### src/hdl/ccse_pkg.sv
// Shared widths, beat types and pipeline depths for the contour cell segment extractor.
// No dependencies; every other file of the block imports it.
package ccse_pkg;

    localparam int VALUE_WIDTH = 32;
    localparam int EXT_W       = VALUE_WIDTH + 1;
    localparam int PROD_W      = 2 * EXT_W;
    localparam int DIV_STEPS   = 3;
    localparam int DIV_STAGES  = (EXT_W + DIV_STEPS - 1) / DIV_STEPS;
    localparam int PIPE_STAGES = DIV_STAGES + 3;

    typedef logic signed [VALUE_WIDTH-1:0] t_val;
    typedef logic [1:0]                    t_tidx;

    typedef struct packed {
        t_val zbl;
        t_val zbr;
        t_val ztr;
        t_val ztl;
        t_val xl;
        t_val xr;
        t_val yb;
        t_val yt;
        t_val lvl;
        logic missing;
    } t_cell;

    typedef struct packed {
        logic [1:0][VALUE_WIDTH-1:0] px;
        logic [1:0][VALUE_WIDTH-1:0] py;
        logic [1:0][VALUE_WIDTH-1:0] pz;
        logic [1:0][VALUE_WIDTH-1:0] qx;
        logic [1:0][VALUE_WIDTH-1:0] qy;
        logic [1:0][VALUE_WIDTH-1:0] qz;
        t_val  lvl;
        t_tidx tidx;
        logic  last;
    } t_tri;

    typedef struct packed {
        logic [3:0][VALUE_WIDTH-1:0] base;
        logic [3:0][VALUE_WIDTH-1:0] mid;
        logic [3:0]                  neg;
        logic [1:0]                  dz0;
        t_val                        lvl;
        t_tidx                       tidx;
        logic                        last;
    } t_sb;

    typedef struct packed {
        t_val  sx;
        t_val  sy;
        t_val  ex;
        t_val  ey;
        t_val  lvl;
        t_tidx tidx;
        logic  last;
    } t_seg;

endpackage

### src/hdl/ccse_front.sv
// Cell register with centre point, and triangle issue: one straddling triangle per beat.
// Depends on ccse_pkg.
module ccse_front (
    input  logic           i_clk,
    input  logic           i_rst_n,
    input  logic           i_valid,
    output logic           o_stall,
    input  ccse_pkg::t_cell i_cell,
    output logic           o_valid,
    input  logic           i_stall,
    output ccse_pkg::t_tri o_tri
);
    import ccse_pkg::*;

    localparam t_val TOP = {1'b0, {(VALUE_WIDTH-1){1'b1}}};

    logic  r_cv;
    t_cell r_cell;
    t_val  r_zc, r_xc, r_yc;
    logic [3:0] r_done;
    logic  r_tv;
    t_tri  r_tri;

    logic signed [VALUE_WIDTH+1:0] s_zsum;
    logic signed [VALUE_WIDTH:0]   s_xsum, s_ysum;
    t_val  cz [4];
    t_val  cx [4];
    t_val  cy [4];
    t_val  zn [4];
    logic [3:0] up;
    t_val  zn_c;
    logic  up_c;
    logic [3:0] straddle, pend, pick;
    t_tidx c0, c1;
    logic  last, e0, e1;
    logic  tri_rdy, issue, fin, cell_ld;
    t_val  vx [3];
    t_val  vy [3];
    t_val  vz [3];
    t_tri  n_tri;

    always_comb begin
        s_zsum = {{2{i_cell.zbl[VALUE_WIDTH-1]}}, i_cell.zbl}
               + {{2{i_cell.zbr[VALUE_WIDTH-1]}}, i_cell.zbr}
               + {{2{i_cell.ztr[VALUE_WIDTH-1]}}, i_cell.ztr}
               + {{2{i_cell.ztl[VALUE_WIDTH-1]}}, i_cell.ztl};
        s_xsum = {i_cell.xl[VALUE_WIDTH-1], i_cell.xl} + {i_cell.xr[VALUE_WIDTH-1], i_cell.xr};
        s_ysum = {i_cell.yb[VALUE_WIDTH-1], i_cell.yb} + {i_cell.yt[VALUE_WIDTH-1], i_cell.yt};
    end

    always_comb begin
        cz[0] = r_cell.zbl; cx[0] = r_cell.xl; cy[0] = r_cell.yb;
        cz[1] = r_cell.zbr; cx[1] = r_cell.xr; cy[1] = r_cell.yb;
        cz[2] = r_cell.ztr; cx[2] = r_cell.xr; cy[2] = r_cell.yt;
        cz[3] = r_cell.ztl; cx[3] = r_cell.xl; cy[3] = r_cell.yt;
        for (int k = 0; k < 4; k++) begin
            up[k] = (cz[k] > r_cell.lvl) || (cz[k] == r_cell.lvl && cz[k] != TOP);
            zn[k] = (cz[k] == r_cell.lvl && cz[k] != TOP) ? t_val'(cz[k] + 1) : cz[k];
        end
        up_c = (r_zc > r_cell.lvl) || (r_zc == r_cell.lvl && r_zc != TOP);
        zn_c = (r_zc == r_cell.lvl && r_zc != TOP) ? t_val'(r_zc + 1) : r_zc;
        for (int t = 0; t < 4; t++) begin
            straddle[t] = !((up[t] == up[(t+1)%4]) && (up[(t+1)%4] == up_c));
        end
        pend = straddle & ~r_done;
        pick = pend & (~pend + 4'd1);
        case (1'b1)
            pick[0]: c0 = 2'd0;
            pick[1]: c0 = 2'd1;
            pick[2]: c0 = 2'd2;
            default: c0 = 2'd3;
        endcase
        c1   = c0 + 2'd1;
        last = (pend & ~pick) == 4'd0;

        vx[0] = cx[c0]; vy[0] = cy[c0]; vz[0] = zn[c0];
        vx[1] = cx[c1]; vy[1] = cy[c1]; vz[1] = zn[c1];
        vx[2] = r_xc;   vy[2] = r_yc;   vz[2] = zn_c;
        e0 = up[c0] != up[c1];
        e1 = up[c1] != up_c;

        n_tri = '0;
        if (e0) begin
            n_tri.px[0] = vx[0]; n_tri.py[0] = vy[0]; n_tri.pz[0] = vz[0];
            n_tri.qx[0] = vx[1]; n_tri.qy[0] = vy[1]; n_tri.qz[0] = vz[1];
        end else begin
            n_tri.px[0] = vx[1]; n_tri.py[0] = vy[1]; n_tri.pz[0] = vz[1];
            n_tri.qx[0] = vx[2]; n_tri.qy[0] = vy[2]; n_tri.qz[0] = vz[2];
        end
        if (e0 && e1) begin
            n_tri.px[1] = vx[1]; n_tri.py[1] = vy[1]; n_tri.pz[1] = vz[1];
        end else begin
            n_tri.px[1] = vx[0]; n_tri.py[1] = vy[0]; n_tri.pz[1] = vz[0];
        end
        n_tri.qx[1] = vx[2]; n_tri.qy[1] = vy[2]; n_tri.qz[1] = vz[2];
        n_tri.lvl  = r_cell.lvl;
        n_tri.tidx = c0;
        n_tri.last = last;

        tri_rdy = !r_tv || !i_stall;
        issue   = r_cv && (pend != 4'd0) && tri_rdy;
        fin     = r_cv && ((pend == 4'd0) || (issue && last));
        cell_ld = !r_cv || fin;
    end

    assign o_stall = !cell_ld;
    assign o_valid = r_tv;
    assign o_tri   = r_tri;

    always_ff @(posedge i_clk) begin
        if (!i_rst_n) begin
            r_cv   <= 1'b0;
            r_done <= 4'd0;
            r_tv   <= 1'b0;
        end else begin
            if (cell_ld) begin
                r_cv   <= i_valid && !i_cell.missing;
                r_done <= 4'd0;
            end else if (issue) begin
                r_done <= r_done | pick;
            end
            if (tri_rdy) begin
                r_tv <= issue;
            end
        end
    end

    always_ff @(posedge i_clk) begin
        if (cell_ld && i_valid) begin
            r_cell <= i_cell;
            r_zc   <= s_zsum[VALUE_WIDTH+1:2];
            r_xc   <= s_xsum[VALUE_WIDTH:1];
            r_yc   <= s_ysum[VALUE_WIDTH:1];
        end
        if (issue) begin
            r_tri <= n_tri;
        end
    end

    a_pick_onehot: assert property (@(posedge i_clk) disable iff (!i_rst_n)
        issue |-> $onehot(pick))
        else $error("issued triangle is not a single pending one");

    a_cell_held: assert property (@(posedge i_clk) disable iff (!i_rst_n)
        (r_cv && !fin) |=> r_cv)
        else $error("cell dropped before all triangles issued");

    a_issue_lands: assert property (@(posedge i_clk) disable iff (!i_rst_n)
        issue |=> r_tv)
        else $error("issued triangle beat lost");

endmodule

### config.mk
export PLATFORM = sky130hd
export DESIGN_NAME = ccse_front
export DESIGN_NICKNAME = d
export VERILOG_FILES = /design/src/hdl/ccse_pkg.sv /design/src/hdl/ccse_front.sv
export SDC_FILE = /design/constraint.sdc
export NUM_CORES = 2
export LEC_CHECK = 0
export BUFFER_PORTS_ARGS = -buffer_cell sky130_fd_sc_hd__buf_2
export CORE_AREA = 2 2 300 302
export DETAILED_ROUTE_END_ITERATION = 10
export DIE_AREA = 0 0 302 304
export PLACE_DENSITY = 0.84
export SLEW_MARGIN = 20
export SYNTH_ARGS = -nofsm -noshare
export SYNTH_HDL_FRONTEND = slang
export SYNTH_SLANG_ARGS = --single-unit
### constraint.sdc
create_clock -name i_clk -period 24.1 [get_ports i_clk]
set_input_delay 1.205 -clock i_clk [delete_from_list [all_inputs] [get_ports i_clk]]
set_output_delay 1.205 -clock i_clk [all_outputs]
set_load 0.05 [all_outputs]
==> summary.txt <==
Power and ir drop
  • Static Leak: 0.0207 uW
  • Gate power share: 0.512
  • P_sw: 3390 uW
  • Clock Power Share: 0.180
  • Pint: 3960 uW
  • PD cells: 138 nW/um^2
  • Sw frac: 0.462
  • Sequential power share: 0.308
  • VDD IR max: 0.000124 V

STA
  • Slew @ Worst Pin: 1230 ps
  • Final cycle utilization of the critical path: 0.391
  • Fin. Hold Viols: 0
  • Max Slew Vio Count: 0
  • Fmax: 106 MHz
  • RSZ-0062 raised after global routing: false
  • Worst Slack Setup Final: 14680 ps
  • Crit path time final: 9420 ps
  • Post-route clock skew: 33.7 ps
  • Setup_tns: 0 ps
  • Relative slew slack: 0.170
  • # setup viols final: 0

GRT
  • Largest net degree at the start of global routing: 185
  • Gr usage total: 0.346
  • First-pass GRT wire length: 233 mm
  • Vias in the first global route: 35.4k
  • GR Overflow Total: 0
  • Initial antenna violation count: 31

Drt
  • Vias/cell: 6.38
  • Total number of vias: 37.0k
  • DRT iter0 DRCs: 4623
  • Routed wire per std cell: 28.0 um
  • Drc violations: 0
  • DRT Pass-1 Iters: 6
  • Final WL: 162 mm
  • Post-DRT Antenna Nets: 0

Clock network
  • Cells resized by post-CTS repair: 0
  • Skew-Pair Late Insertion Delay: 670 ps
  • Clock buffer depth: 3
  • CTS hold repair buffers: 0
  • CTS Sinks: 809
  • Post-CTS Setup Bufs: 0
  • Total CTS buffers: 86
  • CTS Root Cell: clkbuf_16
  • H-tree depth: 3
  • Clock transition at path regs: 60 ps
  • CTS tree: built

Worst setup path
  • WP data arrival: 9680 ps
  • Slowest cell on crit path: nor4_1
  • CP required: 24360 ps
  • Cell repeated most along the worst path: buf_4
  • CP Launch Type: register
  • Worst Path Max Fanout: 72
  • Slowest cell delay on critical path: 880 ps
  • Critical path type: reg2reg
  • CP cell instances: ha_1 -> nand4_1 -> nor4_1 -> nand3_1 -> a21oi_1 -> a31oi_1 -> a211oi_2 -> a22oi_1 -> and2_4 -> inv_4 -> buf_4 -> a21oi_1 -> o311ai_0 -> and2_4 -> buf_4 -> buf_4
  • Critical Path End Type: register

Finish
  • Most frequent cells in the layout: edfxtp_1 (803), buf_2 (713), nand2_1 (555)
  • Share of cells above drive strength 1: 0.219
  • Most common cell after layout, fill and taps aside: edfxtp_1
  • Finished Core Util: 0.597
  • Layout area overhead: 16.4%
  • Layout Cells excl Fill: 5791
  • Nets: 5137
  • Fill cells: 6955

Placement
  • Pre-CTS setup slack: 14750 ps
  • Dpl hpwl: 122 mm
  • Count of input and output buffers: 713
  • Placed insts: 5606
  • GP Congestion: 0.980

Logic synthesis
  • Number of cells produced by synthesis: 3842
  • Register area share after synthesis: 0.530
  • Mapped Area: 45700 um^2
  • Fraction of registers with async set/reset: 0
  • Leading area contributor after synthesis: edfxtp_1
  • Synth warnings: 0
  • Syn avg cell area: 11.9 um^2
  • Top-area cell type share of the netlist area: 0.528
  • Post-synth EDFFs: 803
  • Seq cells post-synth: 809
  • Net Count, Synth: 4460
  • Yosys cell types: 89
  • Prevailing post-synth register cell: edfxtp_1
  • Largest cells by area after synthesis: edfxtp_1 (53%), ha_1 (7.1%), nand2_1 (4.6%)

Floorplan
  • Std cell rows: 110
  • Width of the die: 302 um
  • Initial core utilization: 0.513
  • Die footprint: 91800 um^2
  • Die height: 304 um
  • Core box area: 89000 um^2
  • # IOs: 714

Worst hold path
  • Worst Hold Class: reg2reg

Outcome
  • Status: finished clean

Run
  • Max-cap violations: 0
-- metrics by stage --
stage	total power, uW	instance area [um^2]	hold WS (ps)
floorplan	4930	45700	419
global placement	5840	50400	421
detailed placement	5940	50400	430
CTS	7270	53100	448
global route	7630	53200	455
finish	7350	53200	442
-- final timing paths --
| kind | start | end | slack, ps | cells after the start |
|---|---|---|---|---|
| worst min register to register | n_tri[9] | o_tri[9] | 440 | 0 |
| worst max register to register | r_zc[14] | cx[5] | 14680 | 16 |
| worst min-delay path | n_tri[9] | o_tri[9] | 440 | 0 |
| worst max-delay path | r_zc[14] | cx[5] | 14680 | 16 |
-- flip-flops by register name (all words and copies together), names as in the netlist --
register	flops
r_cv	1
r_done	4
cy	64
o_valid	1
n_tri	32
o_tri	419
cz	128
r_yc	32
r_xc	32
r_zc	32
cx	64
-- cell families (layout without fill, tap and decap cells) --
logic type	after synthesis	count (layout)	synth area share
flops	809	809	0.530
simple gates	1155	1155	0.118
buf+inv	265	1011	0.0257
mux	259	259	0.0628
xor+xnor	236	236	0.0452
other cells	0	27	0
compound gates	793	793	0.118
fa+ha+maj	325	325	0.100
-- layout make-up --
cell class                      count  area (um^2)  area share
Inverter                          108          408     0.00767
Sequential cell                   809        24200       0.455
Antenna cell                       27         67.6     0.00127
Tap cell                         1176         1470      0.0277
Clock inverter                     53          519     0.00976
Timing Repair Buffer              746         3860      0.0726
Clock buffer                      104         2220      0.0417
Multi-Input combinational cell   2768        20400       0.384
-- worst max-delay path: cells and delay by family, from the launching register on --
kind | cells | cell delay [ps]
buf+inv | 4 | 3120
simple gates | 5 | 2540
compound gates | 6 | 2330
flops | 1 | 470
fa+ha+maj | 1 | 370
-- synth_stat cells (5+ instances only) --
| cell | count |
|---|---|
| a21boi_0 | 12 |
| or3_1 | 8 |
| o31ai_1 | 10 |
| nand2_1 | 555 |
| nand4_1 | 56 |
| ha_1 | 258 |
| or2_2 | 6 |
| nor2b_1 | 21 |
| nand3_1 | 104 |
| mux2_2 | 97 |
| a211oi_1 | 274 |
| a221oi_1 | 6 |
| and2_1 | 16 |
| or4_1 | 70 |
| o21bai_1 | 8 |
| a21oi_1 | 162 |
| inv_1 | 107 |
| o21ai_0 | 126 |
| a311oi_1 | 7 |
| o2111ai_1 | 5 |
| buf_1 | 14 |
| nand2b_1 | 21 |
| xor2_1 | 85 |
| o211ai_1 | 26 |
| and4_1 | 16 |
| and3_1 | 43 |
| buf_6 | 10 |
| edfxtp_1 | 803 |
| dfxtp_1 | 6 |
| fa_1 | 67 |
| mux2_1 | 123 |
| nor4_1 | 11 |
| buf_2 | 38 |
| a221o_1 | 5 |
| a31oi_1 | 13 |
| xnor2_1 | 151 |
| mux2i_1 | 38 |
| a21o_1 | 52 |
| a211o_1 | 9 |
| nor3_1 | 37 |
| o21a_1 | 14 |
| clkbuf_1 | 88 |
| o22ai_1 | 9 |
| nor2_1 | 171 |
-- power by group through the flow --
stage | logic [uW] | registers [uW] | clock network [uW]
after floorplan | 2030 | 2900 | 0
after detailed placement | 3650 | 2280 | 0
after global routing | 3970 | 2280 | 1380
after global placement | 3560 | 2270 | 0
final | 3770 | 2260 | 1320
after CTS | 3690 | 2260 | 1330
-- metal layers --
metal,global-route usage,vias up,wire [um]
met1,0.458,17800,60200
met3,0.0811,511,19800
li1,-,16000,-
met4,0.162,6,8780
met2,0.539,2624,73100
met5,0,-,46
Note: power is estimated with default switching activity, not from simulation.
